File: config.mk
export PLATFORM = sky130hd
export DESIGN_NAME = aabb_swept_collision_resolve
export DESIGN_NICKNAME = d
export VERILOG_FILES = /design/src/rtl/asr_pkg.sv /design/src/rtl/aabb_swept_collision_resolve.sv /design/src/rtl/asr_predict.sv /design/src/rtl/asr_overlap.sv /design/src/rtl/asr_resolve.sv
export SDC_FILE = /design/constraint.sdc
export NUM_CORES = 2
export LEC_CHECK = 0
export BUFFER_PORTS_ARGS = -buffer_cell sky130_fd_sc_hd__buf_4
export CAP_MARGIN = 20
export CORE_ASPECT_RATIO = 0.75
export CORE_MARGIN = 2
export CORE_UTILIZATION = 30
export CTS_CLUSTER_DIAMETER = 30
export DETAILED_ROUTE_END_ITERATION = 10
export PLACE_DENSITY_LB_ADDON = 0.08
export REMOVE_ABC_BUFFERS = 1
export SLEW_MARGIN = 20
export SYNTH_ARGS = -nofsm -noshare
export SYNTH_HDL_FRONTEND = slang
export SYNTH_SLANG_ARGS = --single-unit
File: constraint.sdc
create_clock -name i_clk -period 43.4 [get_ports i_clk]
set_input_delay 8.68 -clock i_clk [delete_from_list [all_inputs] [get_ports i_clk]]
set_output_delay 8.68 -clock i_clk [all_outputs]
set_load 0.1 [all_outputs]
File: src/rtl/asr_pkg.sv
package asr_pkg;

    localparam int PosW  = 20;
    localparam int VelW  = 16;
    localparam int SizeW = 16;
    localparam int TsW   = 16;

    // predicted edge, edge overlap and corrected position widths
    localparam int PredW = PosW + 1;
    localparam int DiffW = PosW + 3;
    localparam int SumW  = PosW + 4;

    localparam logic [TsW-1:0] TsReset = 16'd1092;

    localparam logic AxisX = 1'b0;
    localparam logic AxisY = 1'b1;

    typedef logic signed [PosW-1:0]  t_pos;
    typedef logic signed [VelW-1:0]  t_vel;
    typedef logic        [SizeW-1:0] t_size;
    typedef logic signed [PredW-1:0] t_pred;
    typedef logic signed [DiffW-1:0] t_diff;
    typedef logic signed [SumW-1:0]  t_sum;

    typedef struct packed {
        t_pos  a_pos_x;
        t_pos  a_pos_y;
        t_vel  a_vel_x;
        t_vel  a_vel_y;
        t_size a_width;
        t_size a_height;
        t_pos  b_pos_x;
        t_pos  b_pos_y;
        t_vel  b_vel_x;
        t_vel  b_vel_y;
        t_size b_width;
        t_size b_height;
    } t_pair;

    typedef struct packed {
        t_pred a_x;
        t_pred a_y;
        t_pred b_x;
        t_pred b_y;
    } t_pred_pos;

    typedef struct packed {
        logic  hit;
        logic  axis;
        t_diff depth;
    } t_hit;

endpackage

File: src/rtl/aabb_swept_collision_resolve.sv
// throughput: one request per cycle; the five-stage pipeline advances as a whole
// and freezes only while the output register is full and i_stall is high
// reset (synchronous, i_rst_n low) empties every stage and sets time_step to 1092
module aabb_swept_collision_resolve (
    input  logic                          i_clk,
    input  logic                          i_rst_n,
    input  logic                          i_cfg_wr_en,
    input  logic [asr_pkg::TsW-1:0]       i_cfg_wr_data,
    input  logic                          i_valid,
    output logic                          o_stall,
    input  logic signed [asr_pkg::PosW-1:0] i_a_pos_x,
    input  logic signed [asr_pkg::PosW-1:0] i_a_pos_y,
    input  logic signed [asr_pkg::VelW-1:0] i_a_vel_x,
    input  logic signed [asr_pkg::VelW-1:0] i_a_vel_y,
    input  logic [asr_pkg::SizeW-1:0]     i_a_width,
    input  logic [asr_pkg::SizeW-1:0]     i_a_height,
    input  logic signed [asr_pkg::PosW-1:0] i_b_pos_x,
    input  logic signed [asr_pkg::PosW-1:0] i_b_pos_y,
    input  logic signed [asr_pkg::VelW-1:0] i_b_vel_x,
    input  logic signed [asr_pkg::VelW-1:0] i_b_vel_y,
    input  logic [asr_pkg::SizeW-1:0]     i_b_width,
    input  logic [asr_pkg::SizeW-1:0]     i_b_height,
    output logic                          o_valid,
    input  logic                          i_stall,
    output logic                          o_collided,
    output logic                          o_resolve_axis,
    output logic signed [asr_pkg::PosW-1:0] o_new_a_pos_x,
    output logic signed [asr_pkg::PosW-1:0] o_new_a_pos_y,
    output logic signed [asr_pkg::VelW-1:0] o_new_a_vel_x,
    output logic signed [asr_pkg::VelW-1:0] o_new_a_vel_y,
    output logic signed [asr_pkg::PosW-1:0] o_new_b_pos_x,
    output logic signed [asr_pkg::PosW-1:0] o_new_b_pos_y,
    output logic signed [asr_pkg::VelW-1:0] o_new_b_vel_x,
    output logic signed [asr_pkg::VelW-1:0] o_new_b_vel_y
);

    logic [asr_pkg::TsW-1:0] r_time_step;
    logic                    w_adv;
    asr_pkg::t_pair          w_in_pair;

    logic                    w_pred_valid;
    asr_pkg::t_pair          w_pred_pair;
    asr_pkg::t_pred_pos      w_pred;

    logic                    w_ovl_valid;
    asr_pkg::t_pair          w_ovl_pair;
    asr_pkg::t_hit           w_hit;

    always_ff @(posedge i_clk) begin
        if (!i_rst_n) begin
            r_time_step <= asr_pkg::TsReset;
        end else if (i_cfg_wr_en) begin
            r_time_step <= i_cfg_wr_data;
        end
    end

    // the whole pipe holds only when the output register cannot be emptied
    assign w_adv   = !(o_valid && i_stall);
    assign o_stall = !w_adv;

    always_comb begin
        w_in_pair.a_pos_x  = i_a_pos_x;
        w_in_pair.a_pos_y  = i_a_pos_y;
        w_in_pair.a_vel_x  = i_a_vel_x;
        w_in_pair.a_vel_y  = i_a_vel_y;
        w_in_pair.a_width  = i_a_width;
        w_in_pair.a_height = i_a_height;
        w_in_pair.b_pos_x  = i_b_pos_x;
        w_in_pair.b_pos_y  = i_b_pos_y;
        w_in_pair.b_vel_x  = i_b_vel_x;
        w_in_pair.b_vel_y  = i_b_vel_y;
        w_in_pair.b_width  = i_b_width;
        w_in_pair.b_height = i_b_height;
    end

    asr_predict u_predict (
        .i_clk       (i_clk),
        .i_rst_n     (i_rst_n),
        .i_adv       (w_adv),
        .i_valid     (i_valid),
        .i_pair      (w_in_pair),
        .i_time_step (r_time_step),
        .o_valid     (w_pred_valid),
        .o_pair      (w_pred_pair),
        .o_pred      (w_pred)
    );

    asr_overlap u_overlap (
        .i_clk   (i_clk),
        .i_rst_n (i_rst_n),
        .i_adv   (w_adv),
        .i_valid (w_pred_valid),
        .i_pair  (w_pred_pair),
        .i_pred  (w_pred),
        .o_valid (w_ovl_valid),
        .o_pair  (w_ovl_pair),
        .o_hit   (w_hit)
    );

    asr_resolve u_resolve (
        .i_clk          (i_clk),
        .i_rst_n        (i_rst_n),
        .i_adv          (w_adv),
        .i_valid        (w_ovl_valid),
        .i_pair         (w_ovl_pair),
        .i_hit          (w_hit),
        .o_valid        (o_valid),
        .o_collided     (o_collided),
        .o_resolve_axis (o_resolve_axis),
        .o_new_a_pos_x  (o_new_a_pos_x),
        .o_new_a_pos_y  (o_new_a_pos_y),
        .o_new_a_vel_x  (o_new_a_vel_x),
        .o_new_a_vel_y  (o_new_a_vel_y),
        .o_new_b_pos_x  (o_new_b_pos_x),
        .o_new_b_pos_y  (o_new_b_pos_y),
        .o_new_b_vel_x  (o_new_b_vel_x),
        .o_new_b_vel_y  (o_new_b_vel_y)
    );

    a_stall_only_when_full: assert property (@(posedge i_clk) disable iff (!i_rst_n)
        o_stall |-> (o_valid && i_stall))
        else $error("input stalled while output register free");

    a_reset_empties: assert property (@(posedge i_clk)
        !i_rst_n |=> !o_valid)
        else $error("output valid right after reset");

endmodule

File: src/rtl/asr_predict.sv
module asr_predict (
    input  logic                           i_clk,
    input  logic                           i_rst_n,
    input  logic                           i_adv,
    input  logic                           i_valid,
    input  asr_pkg::t_pair                 i_pair,
    input  logic [asr_pkg::TsW-1:0]        i_time_step,
    output logic                           o_valid,
    output asr_pkg::t_pair                 o_pair,
    output asr_pkg::t_pred_pos             o_pred
);

    typedef struct packed {
        asr_pkg::t_vel a_x;
        asr_pkg::t_vel a_y;
        asr_pkg::t_vel b_x;
        asr_pkg::t_vel b_y;
    } t_disp;

    // vel * time_step, shifted down by 16 bits (time_step as unsigned Q0.16) with floor rounding
    function automatic asr_pkg::t_vel step_disp(asr_pkg::t_vel v,
                                                logic [asr_pkg::TsW-1:0] ts);
        logic signed [asr_pkg::VelW+asr_pkg::TsW:0] p;
        p = v * $signed({1'b0, ts});
        return p[asr_pkg::VelW+asr_pkg::TsW-1:asr_pkg::TsW];
    endfunction

    logic               r1_valid;
    asr_pkg::t_pair     r1_pair;
    t_disp              r1_disp;
    t_disp              n1_disp;

    logic               r2_valid;
    asr_pkg::t_pair     r2_pair;
    asr_pkg::t_pred_pos r2_pred;
    asr_pkg::t_pred_pos n2_pred;

    always_comb begin
        n1_disp.a_x = step_disp(i_pair.a_vel_x, i_time_step);
        n1_disp.a_y = step_disp(i_pair.a_vel_y, i_time_step);
        n1_disp.b_x = step_disp(i_pair.b_vel_x, i_time_step);
        n1_disp.b_y = step_disp(i_pair.b_vel_y, i_time_step);
    end

    always_comb begin
        n2_pred.a_x = asr_pkg::t_pred'(r1_pair.a_pos_x) + asr_pkg::t_pred'(r1_disp.a_x);
        n2_pred.a_y = asr_pkg::t_pred'(r1_pair.a_pos_y) + asr_pkg::t_pred'(r1_disp.a_y);
        n2_pred.b_x = asr_pkg::t_pred'(r1_pair.b_pos_x) + asr_pkg::t_pred'(r1_disp.b_x);
        n2_pred.b_y = asr_pkg::t_pred'(r1_pair.b_pos_y) + asr_pkg::t_pred'(r1_disp.b_y);
    end

    always_ff @(posedge i_clk) begin
        if (!i_rst_n) begin
            r1_valid <= 1'b0;
            r2_valid <= 1'b0;
        end else if (i_adv) begin
            r1_valid <= i_valid;
            r2_valid <= r1_valid;
        end
    end

    always_ff @(posedge i_clk) begin
        if (i_adv) begin
            r1_pair <= i_pair;
            r1_disp <= n1_disp;
            r2_pair <= r1_pair;
            r2_pred <= n2_pred;
        end
    end

    assign o_valid = r2_valid;
    assign o_pair  = r2_pair;
    assign o_pred  = r2_pred;

endmodule

File: src/rtl/asr_overlap.sv
module asr_overlap (
    input  logic               i_clk,
    input  logic               i_rst_n,
    input  logic               i_adv,
    input  logic               i_valid,
    input  asr_pkg::t_pair     i_pair,
    input  asr_pkg::t_pred_pos i_pred,
    output logic               o_valid,
    output asr_pkg::t_pair     o_pair,
    output asr_pkg::t_hit      o_hit
);

    // far edge of one box minus near edge of the other, per axis
    typedef struct packed {
        asr_pkg::t_diff ab_x;
        asr_pkg::t_diff ba_x;
        asr_pkg::t_diff ab_y;
        asr_pkg::t_diff ba_y;
    } t_gaps;

    logic           r3_valid;
    asr_pkg::t_pair r3_pair;
    t_gaps          r3_gaps;
    logic           r3_sized;
    t_gaps          n3_gaps;
    logic           n3_sized;

    logic           r4_valid;
    asr_pkg::t_pair r4_pair;
    asr_pkg::t_hit  r4_hit;
    asr_pkg::t_hit  n4_hit;
    asr_pkg::t_diff w_dx;
    asr_pkg::t_diff w_dy;

    always_comb begin
        n3_gaps.ab_x = asr_pkg::t_diff'(i_pred.a_x)
                     + asr_pkg::t_diff'({1'b0, i_pair.a_width})
                     - asr_pkg::t_diff'(i_pred.b_x);
        n3_gaps.ba_x = asr_pkg::t_diff'(i_pred.b_x)
                     + asr_pkg::t_diff'({1'b0, i_pair.b_width})
                     - asr_pkg::t_diff'(i_pred.a_x);
        n3_gaps.ab_y = asr_pkg::t_diff'(i_pred.a_y)
                     + asr_pkg::t_diff'({1'b0, i_pair.a_height})
                     - asr_pkg::t_diff'(i_pred.b_y);
        n3_gaps.ba_y = asr_pkg::t_diff'(i_pred.b_y)
                     + asr_pkg::t_diff'({1'b0, i_pair.b_height})
                     - asr_pkg::t_diff'(i_pred.a_y);
        n3_sized = (i_pair.a_width != '0) && (i_pair.a_height != '0)
                && (i_pair.b_width != '0) && (i_pair.b_height != '0);
    end

    always_comb begin
        w_dx = (r3_gaps.ab_x < r3_gaps.ba_x) ? r3_gaps.ab_x : r3_gaps.ba_x;
        w_dy = (r3_gaps.ab_y < r3_gaps.ba_y) ? r3_gaps.ab_y : r3_gaps.ba_y;
        // strict overlap on both axes with all four sizes nonzero, touching edges do not count
        n4_hit.hit = r3_sized
                  && (r3_gaps.ab_x > 0) && (r3_gaps.ba_x > 0)
                  && (r3_gaps.ab_y > 0) && (r3_gaps.ba_y > 0);
        // a tie goes vertical
        if (n4_hit.hit && (w_dx < w_dy)) begin
            n4_hit.axis  = asr_pkg::AxisX;
            n4_hit.depth = w_dx;
        end else begin
            n4_hit.axis  = n4_hit.hit ? asr_pkg::AxisY : asr_pkg::AxisX;
            n4_hit.depth = w_dy;
        end
    end

    always_ff @(posedge i_clk) begin
        if (!i_rst_n) begin
            r3_valid <= 1'b0;
            r4_valid <= 1'b0;
        end else if (i_adv) begin
            r3_valid <= i_valid;
            r4_valid <= r3_valid;
        end
    end

    always_ff @(posedge i_clk) begin
        if (i_adv) begin
            r3_pair  <= i_pair;
            r3_gaps  <= n3_gaps;
            r3_sized <= n3_sized;
            r4_pair  <= r3_pair;
            r4_hit   <= n4_hit;
        end
    end

    assign o_valid = r4_valid;
    assign o_pair  = r4_pair;
    assign o_hit   = r4_hit;

    a_depth_positive: assert property (@(posedge i_clk) disable iff (!i_rst_n)
        (r4_valid && r4_hit.hit) |-> (r4_hit.depth > 0))
        else $error("resolved depth not positive");

endmodule

File: src/rtl/asr_resolve.sv
module asr_resolve (
    input  logic                  i_clk,
    input  logic                  i_rst_n,
    input  logic                  i_adv,
    input  logic                  i_valid,
    input  asr_pkg::t_pair        i_pair,
    input  asr_pkg::t_hit         i_hit,
    output logic                  o_valid,
    output logic                  o_collided,
    output logic                  o_resolve_axis,
    output asr_pkg::t_pos         o_new_a_pos_x,
    output asr_pkg::t_pos         o_new_a_pos_y,
    output asr_pkg::t_vel         o_new_a_vel_x,
    output asr_pkg::t_vel         o_new_a_vel_y,
    output asr_pkg::t_pos         o_new_b_pos_x,
    output asr_pkg::t_pos         o_new_b_pos_y,
    output asr_pkg::t_vel         o_new_b_vel_x,
    output asr_pkg::t_vel         o_new_b_vel_y
);

    function automatic asr_pkg::t_pos sat_pos(asr_pkg::t_sum v);
        logic [asr_pkg::SumW-asr_pkg::PosW:0] top;
        top = v[asr_pkg::SumW-1:asr_pkg::PosW-1];
        if (top == '0 || top == '1) begin
            return v[asr_pkg::PosW-1:0];
        end else if (v[asr_pkg::SumW-1]) begin
            return {1'b1, {(asr_pkg::PosW-1){1'b0}}};
        end else begin
            return {1'b0, {(asr_pkg::PosW-1){1'b1}}};
        end
    endfunction

    // push against own motion when fwd is low, along it when fwd is high; zero velocity counts as positive
    function automatic asr_pkg::t_pos push(asr_pkg::t_pos p, asr_pkg::t_vel v,
                                           asr_pkg::t_diff d, logic fwd);
        asr_pkg::t_sum s;
        if (v[asr_pkg::VelW-1] ^ fwd) begin
            s = asr_pkg::t_sum'(p) + asr_pkg::t_sum'(d);
        end else begin
            s = asr_pkg::t_sum'(p) - asr_pkg::t_sum'(d);
        end
        return sat_pos(s);
    endfunction

    function automatic asr_pkg::t_vel neg_vel(asr_pkg::t_vel v);
        if (v == {1'b1, {(asr_pkg::VelW-1){1'b0}}}) begin
            return {1'b0, {(asr_pkg::VelW-1){1'b1}}};
        end else begin
            return -v;
        end
    endfunction

    logic          r_valid;
    logic          r_collided;
    logic          r_axis;
    asr_pkg::t_pos r_a_pos_x, r_a_pos_y, r_b_pos_x, r_b_pos_y;
    asr_pkg::t_vel r_a_vel_x, r_a_vel_y, r_b_vel_x, r_b_vel_y;
    asr_pkg::t_pos n_a_pos_x, n_a_pos_y, n_b_pos_x, n_b_pos_y;
    asr_pkg::t_vel n_a_vel_x, n_a_vel_y, n_b_vel_x, n_b_vel_y;
    logic          w_on_x;
    logic          w_on_y;

    always_comb begin
        w_on_x = i_hit.hit && (i_hit.axis == asr_pkg::AxisX);
        w_on_y = i_hit.hit && (i_hit.axis == asr_pkg::AxisY);

        n_a_pos_x = i_pair.a_pos_x;
        n_a_vel_x = i_pair.a_vel_x;
        n_b_pos_x = i_pair.b_pos_x;
        n_b_vel_x = i_pair.b_vel_x;
        n_a_pos_y = i_pair.a_pos_y;
        n_a_vel_y = i_pair.a_vel_y;
        n_b_pos_y = i_pair.b_pos_y;
        n_b_vel_y = i_pair.b_vel_y;

        if (w_on_x) begin
            n_a_pos_x = push(i_pair.a_pos_x, i_pair.a_vel_x, i_hit.depth, 1'b0);
            n_b_pos_x = push(i_pair.b_pos_x, i_pair.b_vel_x, i_hit.depth, 1'b1);
            n_a_vel_x = neg_vel(i_pair.a_vel_x);
            n_b_vel_x = neg_vel(i_pair.b_vel_x);
        end
        if (w_on_y) begin
            n_a_pos_y = push(i_pair.a_pos_y, i_pair.a_vel_y, i_hit.depth, 1'b0);
            n_b_pos_y = push(i_pair.b_pos_y, i_pair.b_vel_y, i_hit.depth, 1'b1);
            n_a_vel_y = neg_vel(i_pair.a_vel_y);
            n_b_vel_y = neg_vel(i_pair.b_vel_y);
        end
    end

    always_ff @(posedge i_clk) begin
        if (!i_rst_n) begin
            r_valid <= 1'b0;
        end else if (i_adv) begin
            r_valid <= i_valid;
        end
    end

    always_ff @(posedge i_clk) begin
        if (i_adv) begin
            r_collided <= i_hit.hit;
            r_axis     <= w_on_y;
            r_a_pos_x  <= n_a_pos_x;
            r_a_pos_y  <= n_a_pos_y;
            r_a_vel_x  <= n_a_vel_x;
            r_a_vel_y  <= n_a_vel_y;
            r_b_pos_x  <= n_b_pos_x;
            r_b_pos_y  <= n_b_pos_y;
            r_b_vel_x  <= n_b_vel_x;
            r_b_vel_y  <= n_b_vel_y;
        end
    end

    assign o_valid        = r_valid;
    assign o_collided     = r_collided;
    assign o_resolve_axis = r_axis;
    assign o_new_a_pos_x  = r_a_pos_x;
    assign o_new_a_pos_y  = r_a_pos_y;
    assign o_new_a_vel_x  = r_a_vel_x;
    assign o_new_a_vel_y  = r_a_vel_y;
    assign o_new_b_pos_x  = r_b_pos_x;
    assign o_new_b_pos_y  = r_b_pos_y;
    assign o_new_b_vel_x  = r_b_vel_x;
    assign o_new_b_vel_y  = r_b_vel_y;

    a_axis_needs_hit: assert property (@(posedge i_clk) disable iff (!i_rst_n)
        (r_valid && !r_collided) |-> (r_axis == asr_pkg::AxisX))
        else $error("vertical axis reported without collision");

    a_hit_carried: assert property (@(posedge i_clk) disable iff (!i_rst_n)
        (i_valid && i_adv) |=> (r_valid && (r_collided == $past(i_hit.hit))))
        else $error("collision flag lost at output stage");

endmodule

==> results.md <==
- Hold Path Class: flop to flop
- Drt drc: 0
- Antenna violations before repair: 31
- Most frequent cells in the layout: 1,360 x inv_1, 1,116 x edfxtp_1, 844 x fa_1, 810 x ha_1, 803 x nand2_1
- Cell Rows: 174
- Post-route setup TNS: 0 ps
- Sequential area share after synthesis: 0.378
- CP arrival: 9930 ps
- Initial Util: 0.301
- Initial DRC Count: 4,048
- FF-to-FF Start: r_time_step[8]
- Synth Register Bits: 1,137
- Crit start category: input pin
- Primary FF master, synth: edfxtp_1
- I/O pin cnt: 377
- Routed length per instance: 22.5 µm
- Hold path depth: 0
- Post-cts gate resize count: 0
- Fin. max-slew vios: 0
- Largest net degree at the start of global routing: 168
- Max-cap violation count: 0
- Hpwl dp: 221,000 µm
- Max Freq: 0.0537 GHz
- Crit end category: primary output
- Port Buffers: 376
- FF-to-FF End: u_predict.r1_disp[47]
- Final setup viols: 0
- R2R Setup Slk: 35,070 ps
- Critical Path RT: 34,720 ps
- Mapped cell area: 0.0899 mm²
- Status: complete, no violations
- Clk_skew: 73.1 ps
- Worst-path fanout max: 56
- CTS tree: yes
- Place WS: 24,740 ps
- Area Growth Syn to Fin: 19.0%
- Worst setup margin: 24,790 ps
- Most common cell after layout, fill and taps aside: inv_1
- Die area: 0.304 mm²
- Clock Sinks: 1,137
- Clk slew on worst S/H paths: 50 ps
- Core box area: 0.299 mm²
- Post-CTS Hold Fix Bufs: 0
- Via count: 61,500
- Cells after Synth: 8,305
- Clk buf depth: 4
- Via density per instance: 4.76
- CP Class: input pin to primary output
- Layout cells sized above 1: 0.113
- Number of global-route vias before repair: 63,700
- Worst-case reg-to-reg path depth: 24
- Final WL: 291,000 µm
- Die W: 636 µm
- DRT antenna net count: 0
- Die height: 478 µm
- Root buf cell: clkbuf_16
- HP Start: u_overlap.r3_pair[70]
- Worst Tran Pin Value: 1150 ps
- Postcts setup bufs: 0
- Yosys cell types: 96
- Pleak: 47.9 nW
- Post-synth EDFFs: 1,116
- Syn Area/Cell: 10.8 µm²
- Clock buffer count from CTS: 285
- RSZ-0062 raised after global routing: no
- DR pass1 iterations: 8
- Post-route minimum period: 18,610 ps
- Clk_lat worst skew: 850 ps
- Final hold viol count: 0
- Yosys Warn Count: 0
- Final Cycle Share: 0.429
- Worst IR Drop VDD: 0.0999 mV
- Pwr/cell area: 83.6 mW/mm²
- GRT Resource Usage Total: 0.190
- Placer congestion estimate: 0.846
- Final net count: 10,600
- Hold Path Sink: u_overlap.o_pair[70]
- Synth async-reset ratio: 0
- Max H-tree Level: 5
- Grt ovf: 0
- First-pass GRT wire length: 427,000 µm
- Relative slew slack: 0.228
-- how the worst max path moves through the flow --
stage | from | cells past startpoint | slack [ps] | end
floorplan | i_stall | 2 | -8500 | o_stall
global placement | i_stall | 4 | 24780 | o_stall
detailed placement | i_stall | 4 | 24740 | o_stall
CTS | i_stall | 4 | 24740 | o_stall
global route | i_stall | 4 | 24620 | o_stall
finish | i_stall | 4 | 24790 | o_stall
-- per-layer routing --
layer | track usage | vias up | share of wire
met5 | 0 | - | 0.000041
met4 | 0.0514 | 2 | 0.028
met3 | 0.0288 | 358 | 0.047
met2 | 0.300 | 1480 | 0.45
met1 | 0.270 | 30900 | 0.47
li1 | - | 28700 | -
-- flip-flops by register name (all words and copies together) (netlist names), 20 cells and up --
signal	count
u_overlap.o_hit	25
u_overlap.o_pair	144
u_overlap.r3_gaps	92
u_overlap.r3_pair	144
u_predict.o_pair	208
u_predict.o_pred	84
u_predict.r1_disp	64
u_predict.r1_pair	208
u_resolve.o_new_a_pos_x	20
u_resolve.o_new_a_pos_y	20
u_resolve.o_new_b_pos_x	20
u_resolve.o_new_b_pos_y	20
-- cell families (layout without fill, tap and decap cells) --
logic type,after synthesis,in the layout,share of synthesized area
adder cells (fa/ha/maj),1655,1655,0.301
buffers and inverters,1673,2323,0.0703
AO/OA/AOI/OAI,1066,1066,0.0799
other,0,8,0
multiplexers,53,53,0.00593
AND/OR/NAND/NOR,2328,2328,0.127
XOR/XNOR,393,393,0.0383
flip-flops,1137,1137,0.378
-- report_power, final --
group | total [W] | switching [W] | internal, W
clock network | 0.00219 | 0.000669 | 0.00152
logic | 0.00493 | 0.00306 | 0.00186
registers | 0.00183 | 0.000219 | 0.00161
total | 0.00894 | 0.00395 | 0.00499
-- worst max-delay path: stages --
cell and delay, ps:
buf_4 120, nand2_4 560, inv_1 260, buf_4 310
-- area by class of cell --
cell class	instances	area [µm²]
fillers	29600	192000
clock buffers	318	7470
repair buffers	446	3390
diodes	8	20.0
flip-flops and latches	1137	34000
clock inverters	193	2420
multi-input cells	5495	49700
well taps	3960	4950
inverters	1366	5130
-- synth_stat cells, drive strengths merged (43+ instances only) --
master  instances  area (µm²)
o21ai         166         842
a31oi          49         307
nand3          92         460
a21oi         287        1450
nand2b         56         350
o211ai         46         355
ha            811       10100
nand4          56         365
fa            844       16900
edfxtp       1116       33500
and3           44         275
a211oi         43         323
xor2          145        1270
nor4           55         380
xnor2         248        2170
and2          488        3050
mux2i          51         510
a21o          112         841
inv          1365        5120
o21a           51         383
nor3           96         497
clkbuf        272        1020
nor2b          67         419
nor2          438        1640
nand2         806        3030
-- metrics by stage --
stage          area [µm²]  hold slack (ps)  power, W  std cells   util
2_1_floorplan       88700              400   0.00518       7998      -
3_3_place_gp        97100              400   0.00674      12400  0.325
3_5_place_dp        97100              405   0.00676      12400  0.325
4_1_cts            107000              358   0.00904      12900  0.358
5_1_grt            107000              367   0.00968      12900  0.358
6_report           107000              362   0.00894      12900  0.358
Power figures use the tool's default switching activity.
